## config.mk

```make
export PLATFORM = sky130hd
export DESIGN_NAME = bem_ram
export DESIGN_NICKNAME = d
export VERILOG_FILES = /design/src/rtl/bem_ram.sv
export SDC_FILE = /design/constraint.sdc
export NUM_CORES = 1
export LEC_CHECK = 0
export BUFFER_PORTS_ARGS = -buffer_cell sky130_fd_sc_hd__clkbuf_2
export CORE_MARGIN = 10
export CORE_UTILIZATION = 55
export CTS_CLUSTER_SIZE = 8
export DETAILED_ROUTE_END_ITERATION = 12
export PLACE_DENSITY = 0.74
export SLEW_MARGIN = 20
export SYNTH_ARGS = -nofsm -noshare
export SYNTH_HDL_FRONTEND = slang
export SYNTH_SLANG_ARGS = --single-unit
```

## constraint.sdc

```tcl
create_clock -name clk -period 2.5 [get_ports clk]
set_input_delay 0.75 -clock clk [delete_from_list [all_inputs] [get_ports clk]]
set_output_delay 0.75 -clock clk [all_outputs]
set_load 0.05 [all_outputs]
```

## src/rtl/bem_ram.sv

```systemverilog
module bem_ram #(
  parameter int unsigned Width = 8,
  parameter int unsigned Depth = 16
) (
  input  logic                     clk,
  input  logic                     we,
  input  logic [$clog2(Depth)-1:0] waddr,
  input  logic [Width-1:0]         wdata,
  input  logic [$clog2(Depth)-1:0] raddr,
  output logic [Width-1:0]         rdata
);

  logic [Width-1:0] mem [Depth];

  always_ff @(posedge clk) begin
    if (we) begin
      mem[waddr] <= wdata;
    end
    rdata <= mem[raddr];
  end

endmodule

```

# After elaboration in Yosys (flattened, before gate mapping)
# Memories as Yosys holds them, arrays and structs flattened. A register that Yosys moved wholly into a read port is not among the register bits.
# Cells that the tools add are included.
[classes]
mux = 2
[ops]
columns = ["cell", "count"]
rows = [
  ["2-to-1 mux 1 bit", 2],
]
[word_totals]
register_bits = 0
ram_bits = 128
input_bits = 18
wordCells = 3
memories = 1
[mem_list]
columns = ["memory", "words", "width", "rd", "rd_ports_with_merged_regs", "write_ports", "line", "source"]
rows = [
  ["mem", 16, 8, 1, 1, 1, "13", "logic [Width-1:0] mem [Depth];"],
]

# Depth between registers and ports, before layout
# Gate-level depths: netlist of run 1.
[depth]
depth_word = 2
mapped_depth = 5
depth_no_buf = 3

# Worst setup path after synthesis of run 1
# OpenSTA, ideal clock, no wires.
[synth_timing]
path_kind = "input to register"
from = "input waddr[2]"
to = "memory mem[0][0], enable pin"
setup_time_ps = 383
arrival_ps = 1860
setup_slack_ps = 257
path_stages = 2
n_path_buf = 0
path_cell_list = "or3b_2 nor3_1"
[synth_lines]
columns = ["item", "line", "source"]
rows = [
  ["from (decl)", "7", "input logic [$clog2(Depth)-1:0] waddr,"],
  ["to (decl)", "13", ""],
]
# No word-level cell before the write port.

# Worst setup path after layout of run 1
[layout_timing]
from = "register rdata[4], read port of mem"
to = "output rdata[4]"
[layout_lines]
columns = ["item", "line", "source"]
rows = [
  ["from (decl)", "10", "output logic [Width-1:0] rdata"],
]
# No word-level cell between the ends.

==> impl_summary.txt, run 1 <==
----------------------------------------------------
[Outcome]
  Run status ... finished clean

[GRT]
  Global-route congestion overflow total ... 0
  Via count of the first global-routing pass ... 2563
  Global Route Usage Sum ... 0.156
  Wire length of the first global-routing pass ... 14.9 mm
  Antenna violations before repair ... 1
  Pin count of the biggest net entering global routing ... 33

[Timing]
  Slew Limit Headroom ... 0.467
  Worst Hold Margin ... 0.643 ns
  Final worst-path cycle share ... 0.779
  Post-Route Skew ... 0.00604 ns
  Setup TNS ... 0 ns
  Slew at the pin with the worst max-slew slack ... 0.797 ns
  Unrepaired setup endpoints after global routing ... false
  Final hold vios ... 0
  Upper clock frequency limit ... 514 MHz
  Total setup violations reported at the end of the flow ... 0
  Shortest clock period the worst path allows after layout ... 1.95 ns
  Pins Over Slew Limit ... 0

[Detailed routing]
  Mean routed wirelength per cell ... 23.6 um
  Post-route antenna net violation count ... 0
  Via-to-Cell Ratio ... 5.89
  Iteration-0 DRC count of the detailed router ... 256
  Initial DRT Pass Iterations ... 5
  Final wirelength ... 9.62 mm
  DRC errors left ... 0
  Vias ... 2398

[Pwr]
  Portion of total power attributed to combinational logic ... 0.055
  Sequential Power Share ... 0.501
  Leakage component of the power ... 0.00207 uW
  Cell internal pwr ... 4000 uW
  Total power per unit cell area ... 848 nW/um2
  Power share of the clock group ... 0.444
  Total net switching power ... 1120 uW
  Switching fraction of total power ... 0.218
  Maximum vdd drop ... 0.391 mV

[Die]
  Die Y-Extent ... 117 um
  Overall die area ... 13600 um2
  Starting Density ... 0.560
  # rows ... 35
  Core region area ... 9200 um2
  Die width ... 117 um
  Number of top-level pins ... 26

[Finish]
  Inserted Diodes ... 0
  Fraction of layout instances using a drive strength above 1 ... 0.321
  Sequential cell area in the final layout ... 4000 um2
  Final net count ... 301
  Final Instance Area ... 6040 um2
  Multi-input gate area ... 1060 um2
  Finished Core Util ... 0.657
  Filler instances ... 579
  Layout-stage area growth over the synthesis result ... 17.3%

[Synth]
  Synth warnings ... 0
  Synthesized net count ... 247
  Number of distinct library cell variants in the gate-level netlist after synthesis ... 19
  Sequential share of the synthesized area ... 0.778
  Synthesized area per cell ... 22.5 um2
  Mapped Cells ... 229
  Number of synthesized register bits ... 136
  Mapped Area ... 5150 um2

[Placement]
  Placed instance area ... 5490 um2
  Final GP Congestion ... 0.731
  Number of buffers added on ports ... 25
  Post-detailed-placement half-perimeter wirelength ... 6.18 mm

[Setup path]
  Launching element type of the critical path ... register
  Gate family responsible for the most delay along the worst path ... flip-flops
  Kind of critical path ... register to output port
  Buffers & Inverters on Critical Path ... 1
  Delay of the slowest cell on the worst path ... 0.37 ns
  CP Cell Sequence ... clkbuf_2
  Largest driver fanout on the critical path ... 1
  Required time of the critical path ... 1.75 ns
  Arrival @ worst endpoint ... 1.20 ns
  Highest-delay cell along the critical path ... sky130_fd_sc_hd__dfxtp_1
  Crit end category ... output port

[Clock network]
  Count of hold-fix buffers inserted at cts ... 0
  H-tree levels ... 4
  Number of gates resized after cts ... 0
  Buffers from clock root to sink, at most ... 2
  TritonCTS clock tree ... yes
  Count of clock tree sinks ... 136
  Later-pin clock latency in the skew report ... 0.51 ns
  Clock slew seen by the registers of the worst setup and hold paths ... 0.06 ns
  Post-CTS setup buffer count ... 0
  Master cell of the clock root buffer ... sky130_fd_sc_hd__clkbuf_8
  TritonCTS buffer count ... 17

[Min path]
  Min-Delay Path Class ... input port to register

[Job]
  Number of violations of the max-capacitance limit ... 0

----------------------------------------------------
kinds of logic after synthesis:
group,Yosys count,synth area share
mux,32,0.150
simple gates,35,0.0318
buf+inv,10,0.0168
compound gates,16,0.0233
flops,136,0.778
metrics by stage:
stage / std cells / power, uW / setup WS, ns
6_report: 407 / 5120 / 0.554
3_3_place_gp: 375 / 2890 / 0.287
3_5_place_dp: 375 / 2900 / 0.228
2_1_floorplan: 229 / 2790 / 0.257
4_1_cts: 407 / 5160 / 0.530
5_1_grt: 407 / 5310 / 0.506
cell usage after synthesis:
cell	number	share of area
sky130_fd_sc_hd__edfxtp_1	128	0.75
sky130_fd_sc_hd__mux4_2	18	0.079
sky130_fd_sc_hd__a22oi_1	16	0.023
sky130_fd_sc_hd__mux4_1	14	0.071
sky130_fd_sc_hd__nor2_1	13	0.0095
sky130_fd_sc_hd__nand2_1	9	0.0066
sky130_fd_sc_hd__dfxtp_1	8	0.031
sky130_fd_sc_hd__nor3_1	4	0.0039
sky130_fd_sc_hd__buf_2	3	0.0029
sky130_fd_sc_hd__buf_6	3	0.0066
sky130_fd_sc_hd__clkdlybuf4s25_2	3	0.0058
sky130_fd_sc_hd__nand2b_1	2	0.0024
sky130_fd_sc_hd__nand3b_1	2	0.0029
sky130_fd_sc_hd__and2_1	1	0.0012
sky130_fd_sc_hd__and2b_1	1	0.0015
sky130_fd_sc_hd__buf_4	1	0.0015
sky130_fd_sc_hd__nand3_1	1	0.00097
sky130_fd_sc_hd__nor2b_1	1	0.0012
sky130_fd_sc_hd__or3b_2	1	0.0017
area by class of cell:
cell class	count	share of cell area
flip-flops and latches	136	0.663
multi-input cells	83	0.175
clock buffers	19	0.0715
repair buffers	45	0.0476
well taps	111	0.0230
clock inverters	13	0.0199
power by group through the flow:
| stage | Sequential [uW] | Clock, uW | Combinational, uW |
|---|---|---|---|
| 2_1_floorplan | 2660 | 0 | 129 |
| 3_3_place_gp | 2610 | 0 | 279 |
| 3_5_place_dp | 2610 | 0 | 286 |
| 4_1_cts | 2570 | 2310 | 288 |
| 5_1_grt | 2570 | 2430 | 305 |
| 6_report | 2570 | 2280 | 282 |
state kept, by name, indices dropped and copies added, names as in the netlist:
signal and count:
rdata 8, mem 128
cell usage in the layout, fill, tap and decap left out:
| master | count |
|---|---|
| sky130_fd_sc_hd__nor3_1 | 4 |
| sky130_fd_sc_hd__nor2b_1 | 1 |
| sky130_fd_sc_hd__or3b_2 | 1 |
| sky130_fd_sc_hd__nand2_1 | 9 |
| sky130_fd_sc_hd__clkbuf_2 | 25 |
| sky130_fd_sc_hd__and2_1 | 1 |
| sky130_fd_sc_hd__nand3b_1 | 2 |
| sky130_fd_sc_hd__clkinvlp_4 | 3 |
| sky130_fd_sc_hd__buf_12 | 1 |
| sky130_fd_sc_hd__inv_6 | 5 |
| sky130_fd_sc_hd__dfxtp_1 | 8 |
| sky130_fd_sc_hd__clkbuf_1 | 1 |
| sky130_fd_sc_hd__clkbuf_8 | 2 |
| sky130_fd_sc_hd__bufinv_16 | 1 |
| sky130_fd_sc_hd__nand3_1 | 1 |
| sky130_fd_sc_hd__mux4_2 | 18 |
| sky130_fd_sc_hd__a22oi_1 | 16 |
| sky130_fd_sc_hd__and2b_1 | 1 |
| sky130_fd_sc_hd__clkinv_2 | 3 |
| sky130_fd_sc_hd__nor2_1 | 13 |
| sky130_fd_sc_hd__mux4_1 | 14 |
| sky130_fd_sc_hd__clkbuf_16 | 16 |
| sky130_fd_sc_hd__edfxtp_1 | 128 |
| sky130_fd_sc_hd__buf_4 | 19 |
| sky130_fd_sc_hd__nand2b_1 | 2 |
| sky130_fd_sc_hd__clkinv_4 | 1 |
path summary, 6_finish.rpt:
check                                start    endpoint  slack [ns]  depth (start not counted)
worst min register to register   mem[7][4]    rdata[4]        0.68                          3
worst max register to register  mem[10][5]    rdata[5]        1.08                          3
worst min-delay path              wdata[2]  mem[14][2]        0.64                          1
worst max-delay path              rdata[4]    rdata[4]        0.55                          1
worst register-to-register path: cells and delay by family, from the launching register on:
kind               cells  cell delay (ns)
AOI/OAI and AO/OA      1             0.29
and+or+nand+nor        1             0.12
DFF                    1             0.37
muxes                  1             0.51
routing by layer:
metal,global-route usage,part of all wire
met5,0,0.0017
met1,0.193,0.41
met3,0.0442,0.060
met4,0.0758,0.017
met2,0.248,0.52
Note: power is estimated with default switching activity, not from simulation.
==> run 2, diff against run 1 <==
- CORE_UTILIZATION: 55 -> 54
- PLACE_DENSITY: 0.74 -> 0.75
- clock period: 2.5 -> 1.6 ns (I/O delays scaled with it)
==> impl_summary.txt, run 2 (synthesized netlist as in run 1, its figures left out) <==
----------------------------------------------------
[Outcome]
  Run status ... finished clean

[Detailed routing]
  Vias ... 2494
  Via-to-Cell Ratio ... 5.71
  Iteration-0 DRC count of the detailed router ... 291
  Initial DRT Pass Iterations ... 4
  Final wirelength ... 9.73 mm
  DRC errors left ... 0
  Post-route antenna net violation count ... 0
  Mean routed wirelength per cell ... 22.3 um

[GRT]
  Via count of the first global-routing pass ... 2697
  Global Route Usage Sum ... 0.149
  Global-route congestion overflow total ... 0
  Wire length of the first global-routing pass ... 15.6 mm
  Antenna violations before repair ... 0
  Pin count of the biggest net entering global routing ... 17

[Die]
  Starting Density ... 0.557
  Die Y-Extent ... 118 um
  Die width ... 118 um
  # rows ... 35
  Core region area ... 9240 um2
  Number of top-level pins ... 26
  Overall die area ... 13800 um2

[Setup path]
  Delay of the slowest cell on the worst path ... 0.30 ns
  Largest driver fanout on the critical path ... 1
  Kind of critical path ... register to output port
  CP Cell Sequence ... buf_2
  Gate family responsible for the most delay along the worst path ... flip-flops
  Highest-delay cell along the critical path ... sky130_fd_sc_hd__dfxtp_1
  Arrival @ worst endpoint ... 1.06 ns
  Required time of the critical path ... 1.12 ns
  Launching element type of the critical path ... register
  Crit end category ... output port
  Buffers & Inverters on Critical Path ... 1

[Timing]
  Pins Over Slew Limit ... 0
  Unrepaired setup endpoints after global routing ... false
  Final worst-path cycle share ... 0.960
  Shortest clock period the worst path allows after layout ... 1.54 ns
  Upper clock frequency limit ... 651 MHz
  Worst Setup Slack, final ... 0.0639 ns
  Post-Route Skew ... 0.00618 ns
  Slew at the pin with the worst max-slew slack ... 0.677 ns
  Total setup violations reported at the end of the flow ... 0
  Final hold vios ... 0
  Slew Limit Headroom ... 0.548

[Clock network]
  Master cell of the clock root buffer ... sky130_fd_sc_hd__clkbuf_8
  Post-CTS setup buffer count ... 0
  Later-pin clock latency in the skew report ... 0.50 ns
  TritonCTS clock tree ... yes
  Count of clock tree sinks ... 136
  Clock slew seen by the registers of the worst setup and hold paths ... 0.06 ns
  TritonCTS buffer count ... 17
  H-tree levels ... 4
  Buffers from clock root to sink, at most ... 2

[Finish]
  Commonest cells after routing, fill and taps aside ... 128 x sky130_fd_sc_hd__edfxtp_1, 26 x sky130_fd_sc_hd__buf_4, 18 x sky130_fd_sc_hd__mux4_2, 17 x sky130_fd_sc_hd__clkbuf_2
  Largest reg by FF count ... mem
  Final net count ... 313
  Flip-flop count of the largest register, all copies and words added ... 128
  Final Instance Area ... 6330 um2
  Inserted Diodes ... 0
  Layout-stage area growth over the synthesis result ... 23.1%
  Largest registers ... mem x128, rdata x8
  Fraction of layout instances using a drive strength above 1 ... 0.373
  Most common cell after layout, fill and taps aside ... sky130_fd_sc_hd__edfxtp_1

[Pwr]
  Total power per unit cell area ... 1320 nW/um2
  Leakage component of the power ... 0.00219 uW
  Maximum vdd drop ... 0.619 mV

[Min path]
  Min-Delay Path Class ... input port to register

[Placement]
  Post-placement worst setup slack ... -0.281 ns
  Post-detailed-placement half-perimeter wirelength ... 6.64 mm
  Number of buffers added on ports ... 25
  Final GP Congestion ... 0.725
  Placed instance area ... 5710 um2

[Job]
  Number of violations of the max-capacitance limit ... 0

----------------------------------------------------
## run 2: metrics by stage
stage / TNS, ns / std cells / utilization / power [uW] / hold slack (ns)
final: 0 / 437 / 0.686 / 8390 / 0.390
after global routing: 0 / 437 / 0.686 / 8660 / 0.397
after CTS: 0 / 437 / 0.685 / 8450 / 0.359
after detailed placement: -2.90 / 405 / 0.618 / 4570 / 0.666
after global placement: -2.44 / 405 / 0.618 / 4550 / 0.649
after floorplan: -0.0929 / 229 / - / 4370 / 0.579
## run 2: final cells by class
type | count | area, um2
fill | 564 | 2910
clock buffer | 17 | 414
multi-input combinational | 83 | 1090
timing repair buffer | 57 | 472
clock inverter | 15 | 194
tap | 129 | 161
sequential | 136 | 4010
## run 2: worst paths after layout
kind | endpoint | start | cells past startpoint | slack (ns)
hold reg to reg | rdata[5] | mem[9][5] | 3 | 0.68
setup / recovery | rdata[6] | rdata[6] | 1 | 0.06
setup reg to reg | rdata[0] | mem[1][0] | 3 | 0.19
hold / removal | mem[2][1] | wdata[1] | 1 | 0.39
## run 2: layer usage
layer	track usage	part of all wire
met1	0.183	0.41
met5	0	0
met2	0.243	0.53
met4	0.0526	0.011
met3	0.0489	0.050
## run 2: timing repair
item                                    4_1_cts  5_1_grt
cloned                                        0        0
resized for setup                             6        6
endpoints found under the setup margin        4        5
hold buffers                                  0        0
pin swaps                                     0        0
## run 2: worst register-to-register path, cell delays in order (launching register included)
cell and delay [ns]:
sky130_fd_sc_hd__edfxtp_1 0.36, sky130_fd_sc_hd__mux4_1 0.51, sky130_fd_sc_hd__a22oi_1 0.33, sky130_fd_sc_hd__nand2_1 0.09
## run 2: where the power goes
group	internal (uW)	total (uW)	switching, uW
logic	200	493	294
registers	3980	4010	23.9
clock network	2410	3890	1480
total	6590	8390	1790
==> run 3, diff against run 2 <==
- CORE_UTILIZATION: 54 -> 45
- PLACE_DENSITY: 0.75 -> 0.65
==> impl_summary.txt, run 3 (synthesized netlist as in run 1, its figures left out) <==
----------------------------------------------------
[Clock network]
  Count of hold-fix buffers inserted at cts ... 0
  TritonCTS clock tree ... yes
  Master cell of the clock root buffer ... sky130_fd_sc_hd__clkbuf_16
  Later-pin clock latency in the skew report ... 0.41 ns
  Clock slew seen by the registers of the worst setup and hold paths ... 0.06 ns
  TritonCTS buffer count ... 17
  Buffers from clock root to sink, at most ... 2
  Count of clock tree sinks ... 136
  Number of gates resized after cts ... 0
  Post-CTS setup buffer count ... 0
  H-tree levels ... 4

[GRT]
  Global Route Usage Sum ... 0.130
  Via count of the first global-routing pass ... 2649
  Wire length of the first global-routing pass ... 15.7 mm
  Antenna violations before repair ... 0
  Global-route congestion overflow total ... 0
  Pin count of the biggest net entering global routing ... 23

[Timing]
  Setup TNS ... 0 ns
  Unrepaired setup endpoints after global routing ... false
  Total setup violations reported at the end of the flow ... 0
  Final hold vios ... 0
  Pins Over Slew Limit ... 0
  Worst Setup Slack, final ... 0.0498 ns
  Upper clock frequency limit ... 645 MHz
  Shortest clock period the worst path allows after layout ... 1.55 ns
  Post-Route Skew ... 0.00798 ns
  Slew at the pin with the worst max-slew slack ... 0.781 ns
  Slew Limit Headroom ... 0.478
  Final worst-path cycle share ... 0.969

[Placement]
  Number of buffers added on ports ... 25
  Placed instance area ... 5710 um2
  Post-detailed-placement half-perimeter wirelength ... 6.53 mm
  Final GP Congestion ... 0.764
  Dpl cells ... 416
  Post-placement worst setup slack ... -0.319 ns

[Detailed routing]
  Via-to-Cell Ratio ... 5.54
  Mean routed wirelength per cell ... 22.3 um
  Vias ... 2481
  Post-route antenna net violation count ... 0
  Iteration-0 DRC count of the detailed router ... 203
  DRC errors left ... 0
  Initial DRT Pass Iterations ... 4
  Final wirelength ... 10.0 mm

[Setup path]
  Worst Reg2Reg Path Length in Cells ... 3
  Highest-delay cell along the critical path ... sky130_fd_sc_hd__dfxtp_1
  Delay of the slowest cell on the worst path ... 0.36 ns
  Beginning of the worst register-to-register path ... mem[5][1]
  Largest driver fanout on the critical path ... 1
  Source of the critical timing path ... rdata[7]
  Arrival @ worst endpoint ... 1.07 ns
  Endpoint of the lowest-slack register-to-register path ... rdata[1]
  Required time of the critical path ... 1.12 ns
  Endpoint of the most critical setup path ... rdata[7]
  Kind of critical path ... register to output port
  Buffers & Inverters on Critical Path ... 1
  Launching element type of the critical path ... register
  Minimum setup slack among reg-to-reg paths ... 0.21 ns
  Crit end category ... output port
  Total number of cells along the worst setup path ... 1
  CP Cell Sequence ... clkbuf_2
  Gate family responsible for the most delay along the worst path ... flip-flops

[Finish]
  Most common cell after layout, fill and taps aside ... sky130_fd_sc_hd__edfxtp_1
  Inserted Diodes ... 0
  Fraction of layout instances using a drive strength above 1 ... 0.364
  Layout-stage area growth over the synthesis result ... 23.1%
  Number of standard cells in the final layout excluding fillers ... 448
  Commonest cells after routing, fill and taps aside ... 128 x sky130_fd_sc_hd__edfxtp_1, 26 x sky130_fd_sc_hd__buf_4, 25 x sky130_fd_sc_hd__clkbuf_2, 18 x sky130_fd_sc_hd__mux4_2, 17 x sky130_fd_sc_hd__clkbuf_16
  Largest reg by FF count ... mem
  Flip-flop count of the largest register, all copies and words added ... 128
  Largest registers ... mem x128, rdata x8
  Final Instance Area ... 6340 um2
  Final net count ... 313

[Min path]
  Min-Delay Path Class ... input port to register

[Die]
  Die width ... 127 um
  Die Y-Extent ... 127 um
  # rows ... 38
  Overall die area ... 16100 um2
  Starting Density ... 0.467
  Core region area ... 11000 um2
  Number of top-level pins ... 26

[Job]
  Number of violations of the max-capacitance limit ... 0

[Pwr]
  Total power per unit cell area ... 1350 nW/um2
  Overall power consumption ... 8570 uW
  Leakage component of the power ... 0.00219 uW
  Maximum vdd drop ... 0.698 mV

[Outcome]
  Run status ... finished clean

----------------------------------------------------
-- run 3: metrics by stage --
step                       util  hold WS (ns)
after floorplan               -         0.579
after global placement    0.517         0.649
after detailed placement  0.517         0.658
after CTS                 0.575         0.481
after global routing      0.575         0.509
final                     0.575         0.486
-- run 3: how the worst min path moves through the flow --
stage / depth (start not counted) / startpoint / endpoint
finish: 1 / wdata[7] / mem[0][7]
floorplan: 0 / wdata[0] / mem[0][0]
global route: 1 / wdata[7] / mem[2][7]
CTS: 1 / wdata[7] / mem[0][7]
detailed placement: 3 / mem[15][1] / rdata[1]
global placement: 3 / mem[11][3] / rdata[3]
-- run 3: routing by layer --
layer / up-vias / wire length, um / GRT usage
met5: - / 0 / 0
met4: 0 / 171 / 0.0576
met3: 13 / 379 / 0.0350
met2: 61 / 4980 / 0.205
met1: 1302 / 4470 / 0.166
li1: 1105 / - / -
-- run 3: final cells by class --
cell class,instances,area (um2)
Clock buffer,20,457
Timing Repair Buffer,57,440
Tap cell,140,175
Multi-Input combinational cell,83,1090
Clock inverter,12,174
Fill cell,818,4690
Sequential cell,136,4000
-- run 3: where the power goes --
part | leakage, uW | internal (uW) | total (uW) | switching [uW]
logic | 0.000669 | 184 | 479 | 295
registers | 0.00122 | 3980 | 4010 | 23.3
clock network | 0.000300 | 2690 | 4090 | 1400
